==> config.mk <==
export PLATFORM = sky130hd
export DESIGN_NAME = divider_timer_with_reload
export DESIGN_NICKNAME = d
export VERILOG_FILES = /design/src/rtl/core/dtr_pkg.sv /design/src/rtl/core/divider_timer_with_reload.sv /design/src/rtl/core/dtr_core.sv /design/src/rtl/core/dtr_out_stage.sv
export SDC_FILE = /design/constraint.sdc
export NUM_CORES = 1
export LEC_CHECK = 0
export ABC_AREA = 0
export BUFFER_PORTS_ARGS = -buffer_cell sky130_fd_sc_hd__buf_4
export CAP_MARGIN = 10
export CORE_AREA = 10 10 104 106
export DETAILED_ROUTE_END_ITERATION = 16
export DIE_AREA = 0 0 114 116
export PLACE_DENSITY_LB_ADDON = 0.1
export SETUP_SLACK_MARGIN = 0.15
export SLEW_MARGIN = 30
export SYNTH_ARGS = -nofsm -noshare
export SYNTH_HDL_FRONTEND = slang
export SYNTH_SLANG_ARGS = --single-unit
==> constraint.sdc <==
create_clock -name clk -period 2.75 [get_ports clk]
set_input_delay 0.1375 -clock clk [delete_from_list [all_inputs] [get_ports clk]]
set_output_delay 0.1375 -clock clk [all_outputs]
set_load 0.02 [all_outputs]
==> src/rtl/core/dtr_pkg.sv <==
package dtr_pkg;

  typedef enum logic [1:0] {
    REQ_TICK  = 2'd0,
    REQ_READ  = 2'd1,
    REQ_WRITE = 2'd2,
    REQ_NOP   = 2'd3
  } req_t;

  typedef enum logic [1:0] {
    REG_DIVIDER = 2'd0,
    REG_COUNTER = 2'd1,
    REG_MODULO  = 2'd2,
    REG_CONTROL = 2'd3
  } reg_sel_t;

  localparam logic [7:0] CTRL_READ_ONES = 8'hf8;
  localparam logic [7:0] COUNT_MAX      = 8'hff;
  localparam int unsigned CTRL_EN_BIT   = 2;

  typedef struct packed {
    logic [7:0] write_data;
    reg_sel_t   reg_sel;
    req_t       req_type;
  } item_t;

  typedef struct packed {
    logic       timer_irq;
    logic [7:0] read_data;
  } result_t;

  // Enable gated divider tap picked by the rate select.
  function automatic logic sel_signal(logic en, logic [1:0] rate, logic [15:0] div);
    logic tap;
    unique case (rate)
      2'd0: tap = div[9];
      2'd1: tap = div[3];
      2'd2: tap = div[5];
      2'd3: tap = div[7];
      default: tap = 1'b0;
    endcase
    return en & tap;
  endfunction

endpackage

==> src/rtl/core/divider_timer_with_reload.sv <==
// Path: the input register takes the transaction, then the output register holds its result on out_tdata.
// Throughput: one transaction per cycle while out_tready holds; every tick, read, write or no-op gives one result.
// The state update for an item is computed combinationally in dtr_core and registered, so items flow back to back.
// Reset: rst_n synchronous, active low; divider loads DIV_START, all other timer state clears,
// both pipeline stages empty.
module divider_timer_with_reload
  import dtr_pkg::*;
#(
  parameter logic [15:0] DIV_START    = 16'd0,
  parameter int unsigned RELOAD_DELAY = 4
) (
  input  logic        clk,
  input  logic        rst_n,
  input  logic        in_tvalid,
  output logic        in_tready,
  input  logic [7:0]  in_tdata,   // [7:0] write_data
  input  logic [3:0]  in_tuser,   // [1:0] req_type, [3:2] reg_sel
  output logic        out_tvalid,
  input  logic        out_tready,
  output logic [15:0] out_tdata   // [7:0] read_data, [8] timer_irq, [15:9] zero
);

  // Input register: holds one accepted transaction until the core consumes it.
  logic    s1_valid_r, s1_valid_nxt;
  item_t   s1_item_r;
  logic    advance;
  logic    slot_free;
  result_t core_result;
  result_t out_result;

  // The core step fires when the output register can take its result.
  assign advance   = s1_valid_r & slot_free;
  assign in_tready = ~s1_valid_r | slot_free;

  always_comb begin
    s1_valid_nxt = s1_valid_r;
    if (in_tvalid && in_tready) begin
      s1_valid_nxt = 1'b1;
    end else if (advance) begin
      s1_valid_nxt = 1'b0;
    end
  end

  always_ff @(posedge clk) begin
    if (!rst_n) begin
      s1_valid_r <= 1'b0;
    end else begin
      s1_valid_r <= s1_valid_nxt;
    end
  end

  always_ff @(posedge clk) begin
    if (in_tvalid && in_tready) begin
      s1_item_r.req_type   <= req_t'(in_tuser[1:0]);
      s1_item_r.reg_sel    <= reg_sel_t'(in_tuser[3:2]);
      s1_item_r.write_data <= in_tdata;
    end
  end

  // Timer state and the per-transaction update (tick, read, write).
  dtr_core #(
    .DIV_START    (DIV_START),
    .RELOAD_DELAY (RELOAD_DELAY)
  ) u_core (
    .clk        (clk),
    .rst_n      (rst_n),
    .item_valid (advance),
    .item       (s1_item_r),
    .result     (core_result)
  );

  // Output register: a waiting result that is taken frees the slot for the next result in the same cycle.
  dtr_out_stage u_out (
    .clk        (clk),
    .rst_n      (rst_n),
    .load       (advance),
    .result     (core_result),
    .out_valid  (out_tvalid),
    .out_ready  (out_tready),
    .out_result (out_result),
    .slot_free  (slot_free)
  );

  assign out_tdata = {7'd0, out_result.timer_irq, out_result.read_data};

endmodule

==> src/rtl/core/dtr_core.sv <==
module dtr_core
  import dtr_pkg::*;
#(
  parameter logic [15:0] DIV_START    = 16'd0,
  parameter int unsigned RELOAD_DELAY = 4
) (
  input  logic    clk,
  input  logic    rst_n,
  input  logic    item_valid,
  input  item_t   item,
  output result_t result
);

  localparam logic [2:0] DELAY = 3'(RELOAD_DELAY);

  logic [15:0] div_r, div_nxt;
  logic [7:0]  cnt_r, cnt_nxt;
  logic [7:0]  mod_r, mod_nxt;
  logic        en_r, en_nxt;
  logic [1:0]  rate_r, rate_nxt;
  logic        wait_r, wait_nxt;
  logic [1:0]  dly_r, dly_nxt;
  logic        rtt_r, rtt_nxt;

  logic [15:0] div_inc;
  logic        sel_old;
  logic        bump;

  always_ff @(posedge clk) begin
    if (!rst_n) begin
      div_r  <= DIV_START;
      cnt_r  <= '0;
      mod_r  <= '0;
      en_r   <= 1'b0;
      rate_r <= '0;
      wait_r <= 1'b0;
      dly_r  <= '0;
      rtt_r  <= 1'b0;
    end else if (item_valid) begin
      div_r  <= div_nxt;
      cnt_r  <= cnt_nxt;
      mod_r  <= mod_nxt;
      en_r   <= en_nxt;
      rate_r <= rate_nxt;
      wait_r <= wait_nxt;
      dly_r  <= dly_nxt;
      rtt_r  <= rtt_nxt;
    end
  end

  always_comb begin
    div_nxt  = div_r;
    cnt_nxt  = cnt_r;
    mod_nxt  = mod_r;
    en_nxt   = en_r;
    rate_nxt = rate_r;
    wait_nxt = wait_r;
    dly_nxt  = dly_r;
    rtt_nxt  = rtt_r;
    bump     = 1'b0;
    result   = '0;
    div_inc  = div_r + 16'd1;
    sel_old  = sel_signal(en_r, rate_r, div_r);

    unique case (item.req_type)
      REQ_TICK: begin
        rtt_nxt = 1'b0;
        div_nxt = div_inc;
        if (wait_r) begin
          // edges are not counted while the reload is pending
          if ({1'b0, dly_r} + 3'd1 >= DELAY) begin
            wait_nxt         = 1'b0;
            dly_nxt          = '0;
            cnt_nxt          = mod_r;
            rtt_nxt          = 1'b1;
            result.timer_irq = 1'b1;
          end else begin
            dly_nxt = dly_r + 2'd1;
          end
        end else begin
          bump = sel_old & ~sel_signal(en_r, rate_r, div_inc);
        end
      end
      REQ_READ: begin
        unique case (item.reg_sel)
          REG_DIVIDER: result.read_data = div_r[15:8];
          REG_COUNTER: result.read_data = cnt_r;
          REG_MODULO:  result.read_data = mod_r;
          REG_CONTROL: result.read_data = CTRL_READ_ONES | {5'd0, en_r, rate_r};
          default:     result.read_data = '0;
        endcase
      end
      REQ_WRITE: begin
        unique case (item.reg_sel)
          REG_DIVIDER: begin
            // divider goes to zero, so the tap falls iff it was high
            div_nxt = '0;
            bump    = sel_old;
          end
          REG_COUNTER: begin
            if (!rtt_r) begin
              wait_nxt = 1'b0;
              dly_nxt  = '0;
              cnt_nxt  = item.write_data;
            end
          end
          REG_MODULO: begin
            mod_nxt = item.write_data;
            if (rtt_r) begin
              cnt_nxt = item.write_data;
            end
          end
          REG_CONTROL: begin
            en_nxt   = item.write_data[CTRL_EN_BIT];
            rate_nxt = item.write_data[1:0];
            bump     = sel_old & ~sel_signal(item.write_data[CTRL_EN_BIT],
                                             item.write_data[1:0], div_r);
          end
          default: ;
        endcase
      end
      REQ_NOP: ;
      default: ;
    endcase

    if (bump) begin
      if (cnt_r == COUNT_MAX) begin
        cnt_nxt  = '0;
        wait_nxt = 1'b1;
        dly_nxt  = '0;
      end else begin
        cnt_nxt = cnt_r + 8'd1;
      end
    end
  end

endmodule

==> src/rtl/core/dtr_out_stage.sv <==
module dtr_out_stage
  import dtr_pkg::*;
(
  input  logic    clk,
  input  logic    rst_n,
  input  logic    load,
  input  result_t result,
  output logic    out_valid,
  input  logic    out_ready,
  output result_t out_result,
  output logic    slot_free
);

  logic    valid_r, valid_nxt;
  result_t res_r;

  assign slot_free = ~valid_r | out_ready;

  always_comb begin
    valid_nxt = valid_r;
    if (load) begin
      valid_nxt = 1'b1;
    end else if (out_ready) begin
      valid_nxt = 1'b0;
    end
  end

  always_ff @(posedge clk) begin
    if (!rst_n) begin
      valid_r <= 1'b0;
    end else begin
      valid_r <= valid_nxt;
    end
  end

  always_ff @(posedge clk) begin
    if (load) begin
      res_r <= result;
    end
  end

  assign out_valid  = valid_r;
  assign out_result = res_r;

endmodule

; ---- Word level (Yosys, flattened, before mapping)
; Cells that the tools add are included.
[op_classes]
bitwise = 12
addsub = 4
n_reduce_logical = 14
mux = 41
order_cmp = 1
eq_ne = 18
[ops]
columns = cell, count
row1 = two-way mux 8 bit, 6
row2 = case mux 16 bit (2 select lines), 1
row3 = case mux 8 bit (2 select lines), 2
row4 = case mux 8 bit (4 select lines), 1
row5 = two-way mux 1 bit, 17
row6 = adder 16 x 1 -> 16 bit (second input constant), 1
row7 = two-way mux 16 bit, 1
row8 = == test 2 bit (second input constant), 7
row9 = two-way mux 2 bit, 6
row10 = case mux 1 bit (4 select lines), 3
row11 = AND reduction 3 bit, 3
row12 = adder 8 x 1 -> 8 bit (second input constant), 1
row13 = == test 2 x 1 -> 1 bit (second input constant), 4
row14 = == test 8 bit (second input constant), 1
row15 = zero test 2 bit, 4
row16 = AND reduction 7 bit, 1
row17 = bitwise AND 1 bit, 6
row18 = != test 3 x 1 -> 1 bit (second input constant), 2
row19 = case mux 1 bit (2 select lines), 3
row20 = nonzero test 2 bit, 3
row21 = != test 4 x 2 -> 1 bit (second input constant), 1
row22 = != test 4 x 3 -> 1 bit (second input constant), 1
row23 = != test 4 bit (second input constant), 1
row24 = NOT 1 bit, 4
row25 = 9 further kinds, 10
[totals]
output_inout_bits = 18
ff_bits = 62
elab_cells = 105
in_bits = 16

; ---- Depth between registers and ports, before layout
[depth]
ltp_word = 11
ltp_mapped = 9
ltp_nobuf = 8

; ---- Cells and area by module
; From an unflattened synthesis, not the netlist that was laid out.
[unflattened]
cells_unflattened = 376
area_unflattened_um2 = 3425.8
[by_module_without_submodules]
columns = mod, n_inst, cells_each, seq_area_each_um2, area_per_inst_um2
row1 = dtr_core, 1, 337, 780.7, 2625.0
row2 = divider_timer_with_reload, 1, 26, 380.4, 481.7
row3 = dtr_out_stage, 1, 13, 290.3, 319.1

; ---- Worst setup path before layout
; Ideal clock, no wire load.
[synth_timing]
kind = register -> register
startpoint = register u_core.div_r[3]
endpoint = register u_core.cnt_r[1]
path_buffers = 2
synth_period_minus_slack_ns = 2.190
setup_ns = 0.075
required_ns = 2.675
path_stages_with_launch = 9
arrival_time_ns = 2.115
setup_slack_ns = 0.560
path_cell_list = dfxtp_1 -> buf_2 -> nand4_2 -> or4_4 -> a211oi_2 -> o31a_1 -> buf_6 -> mux2_4 -> o22ai_1
[synth_via]
elab_chain_len = 11
word_cells_on_any_way = 26
cone_classes = add/sub: 1 / eq/ne: 5 / mux: 11 / bitwise: 7 / reduce/logical: 2
[synth_rtl]
columns = element, line_no
row1 = from (decl), dtr_core.sv:16  ; logic [15:0] div_r, div_nxt;
row2 = from (signal assigned), dtr_core.sv:40  ; div_r <= div_nxt;
row3 = adder 16 x 1 -> 16 bit, dtr_core.sv:62  ; div_inc = div_r + 16'd1;
row4 = case mux 1 bit (4 select lines), dtr_pkg.sv:35  ; unique case (rate)
row5 = two-way mux 1 bit, dtr_core.sv:69  ; if (wait_r) begin
row6 = two-way mux 1 bit, dtr_core.sv:65  ; unique case (item.req_type)
row7 = bitwise AND 1 bit, dtr_pkg.sv:42  ; return en & tap;
row8 = NOT 1 bit, dtr_core.sv:81  ; bump = sel_old & ~sel_signal(en_r, rate_r, div_inc);
row9 = bitwise AND 1 bit, dtr_core.sv:81
row10 = two-way mux 1 bit, dtr_core.sv:69
row11 = case mux 1 bit (2 select lines) *, dtr_core.sv:65
row12 = != test 4 x 2 -> 1 bit (no line) (tied with other cells), -
row13 = AND reduction 7 bit (no line), -
row14 = to (signal assigned), dtr_core.sv:41  ; cnt_r <= cnt_nxt;
row15 = to (decl), dtr_core.sv:17  ; logic [7:0] cnt_r, cnt_nxt;
; Mark *: on every way between the ends. The rest lies on a longest branch, timed or not. The select of a mux whose other input is x is not followed.
; A chain may end at the register's enable or synchronous reset.

; ---- Worst setup path after layout
[layout_timing]
startpoint = register s1_item_r[0] (netlist bit)
endpoint = register u_core.cnt_r[7]
[layout_via]
elab_chain_len = 4
word_cells_on_any_way = 12
cone_classes = eq/ne: 6 / mux: 3 / reduce/logical: 3
[layout_rtl]
columns = element, line_no
row1 = from (decl), divider_timer_with_reload.sv:25  ; item_t s1_item_r;
row2 = == test 2 bit / zero test 2 bit (equally long branches), dtr_core.sv:65
row3 = case mux 1 bit (2 select lines), dtr_core.sv:65
row4 = != test 4 x 2 -> 1 bit (no line) (tied with other cells), -
row5 = AND reduction 7 bit (no line), -
; Parallel ways exist; a longest one is shown, timed or not.

==> flow_summary.toml <==
[global_routing]
grt.overflow.total = 0
grt_usage = 0.127
grt_max_degree = 38
antenna_found_initial = 0
grt_pass1_wl_um = 13400
first_global_vias = 2599

[layout]
drive_above_1_share = 0.175
nets = 418
layout.cells.non_filler = 507
syn_to_final_growth_pct = 17.5
antennaDiodeCount = 0

[synth]
synth-seq-cells = 62
ys_async_sr_fraction = 0
ys_seq_area_frac = 0.423
synthTopCellsByArea = "dfxtp_1, edfxtp_1, mux2i_1, nor2b_1, nor2_1"
synth_ff_type = "dfxtp_1"
synthCells = 357
yosysUniqueCellTypes = 63
synth_edf_count = 21
synth_area_leader_cell = "dfxtp_1"
yosys_warnings = 0
syn_area_um2 = 3430
syn_area_per_cell_um2 = 9.62
synth_top_area_frac = 0.239

[worst_setup_path]
worstPathArrival_ns = 2.66
ff2ff_path_depth = 6
path_class = "flip-flop to flip-flop"
cp-start-kind = "flip-flop"
cp-end-kind = "flip-flop"
worst_ep_required_time_ns = 3.00
worstPathMaxFanout = 8

[placed_design]
port_buffers = 26
place_congestion = 0.837
dp_hpwl_um = 5930
post-place-ws_ns = 0.231
placed_cells = 479

[drt]
drc = 0
drtIter0Drc = 172
wl_per_cell_um = 16.4
final_antenna_net_count = 0
avgViaCountPerCell = 5.40
wirelength_um = 8320
vias = 2740
firstDrtPassIters = 6

[status]
status = "finished clean"

[sta]
slew_headroom = 0.599
slew_viol_final = 0
worst_pin_slew_ns = 0.601
fmax_mhz = 415
fin_tns_setup_ns = 0
hold_viol_final = 0
setup_ws_ns = 0.338
fin_crit_sh = 0.877
finalSetupViolCount = 0
rsz0062_at_grt = "no"
finClkSkew_ns = 0.00879
fin_crit_ns = 2.41

[flow_run]
max_cap_violations = 0

[clock_network]
clk_path_buf_depth = 2
clk_latency_ns = 0.33
cts-buffers-inserted = 9
clk_pin_slew_ns = 0.07
htreeDepth = 3
cts.sinks = 62
cts_tree = "done"
cts_root_buffer = "clkbuf_8"
cts_setup_buffers = 0

[power]
power_w = 0.00205
seq_power_share = 0.483
power_switching_w = 0.000472
peakVddDrop_mv = 0.240
p_comb_frac = 0.083
powerDensity_nw_per_um2 = 507
p_leak_nw = 1.51
pwr-share-clk = 0.435
switching_share = 0.231
p_int_w = 0.00157

[die]
rows = 34
start_util = 0.396
die_x_um = 114
die_h_um = 116
dieArea_um2 = 13200
ios = 34
placeableCoreArea_um2 = 8680

[worst_hold_path]
min-delay-path-class = "input port to flip-flop"
hold_depth = 3
-- layout make-up --
| class | count | area, um^2 |
|---|---|---|
| multi-input cells | 269 | 1840 |
| repair buffers | 45 | 368 |
| clock buffers | 12 | 145 |
| clock inverters | 4 | 70.1 |
| well taps | 108 | 135 |
| inverters | 7 | 26.3 |
| flip-flops and latches | 62 | 1450 |
| fillers | 849 | 4640 |
-- state kept, by name (all words and copies together) (netlist names) --
name	count
u_core.wait_r	1
s1_valid_r	1
u_out.out_valid	1
u_core.cnt_r	8
s1_item_r	12
u_core.rate_r	2
u_core.dly_r	2
u_core.div_r	16
u_core.en_r	1
u_core.mod_r	8
u_core.rtt_r	1
u_out.out_result	9
-- cell usage after synthesis, types with 4 or more instances --
cell type and count:
dfxtp_1 41, nor2_1 36, nand2_1 31, nor2b_1 24
edfxtp_1 21, a21oi_1 19, mux2i_1 19, nand3_1 15
o21ai_0 13, clkbuf_1 11, xor2_1 11, ha_1 8
buf_4 7, inv_1 7, nand4_1 7, a221oi_1 5
buf_2 5, mux2_2 5, nand2b_1 4, o22ai_1 4
-- placed cells by master (no fill, tap or decap), drive strengths merged, types with 11 or more instances in the layout --
cell type    instances
nor2b               24
clkbuf              12
edfxtp              21
xor2                11
nor2                37
mux2i               19
a21oi               19
dlygate4sd3         12
dfxtp               41
o21ai               14
buf                 33
nand2               31
nand3               15
-- worst paths after layout --
check / to / from / slack, ns
worst max register to register: u_core.cnt_r[7]$_SDFFE_PN0P_ / s1_item_r[0]$_DFFE_PP_ / 0.34
worst min register to register: u_core.div_r[15]$_SDFFE_PN0P_ / u_core.div_r[15]$_SDFFE_PN0P_ / 0.49
worst min-delay path: s1_valid_r$_SDFFE_PN0P_ / in_tvalid / 0.04
worst max-delay path: u_core.cnt_r[7]$_SDFFE_PN0P_ / s1_item_r[0]$_DFFE_PP_ / 0.34
-- worst max-delay path, cell delays in order (launching register included) --
cell	delay (ns)
edfxtp_1	0.49
or3b_1	0.38
o22ai_1	0.17
nand4b_1	0.21
o31ai_4	0.57
o211ai_4	0.22
o32ai_2	0.28
-- metrics by stage --
step,utilization,hold WS [ns],area (um^2)
detailed placement,0.426,0.317,3700
global route,0.465,0.0322,4040
global placement,0.426,0.316,3700
floorplan,-,0.236,3460
finish,0.465,0.0392,4040
CTS,0.465,0.0278,4030
-- power by group through the flow --
stage	clock network, W	registers, W	logic [W]
floorplan	0	0.00101	0.000104
global placement	0	0.00101	0.000156
detailed placement	0	0.00101	0.000156
CTS	0.000914	0.000987	0.000170
global route	0.000958	0.000990	0.000186
finish	0.000890	0.000988	0.000170
-- per-layer routing --
layer	part of all wire	GRT usage	up-vias
li1	-	-	1366
met1	0.48	0.165	1282
met2	0.45	0.192	77
met3	0.054	0.0326	15
met4	0.019	0.0585	0
met5	0	0	-
-- kinds of logic (layout without fill, tap and decap cells) --
kind of cell	count (synthesis)	count (layout)	share of synthesized area
flops	62	62	0.423
simple gates	146	146	0.226
fa+ha+maj	8	8	0.0291
buf+inv	32	68	0.0488
compound gates	70	70	0.158
other cells	1	7	0.00109
xor+xnor	12	12	0.0306
mux	26	26	0.0838
-- what timing repair did --
action | in CTS | in global routing
endpoints found under the hold margin | 12 | 0
hold buffers | 12 | 0
setup endpoints to repair | 0 | 1
gates resized for setup | 0 | 1
Power figures use the tool's default switching activity.
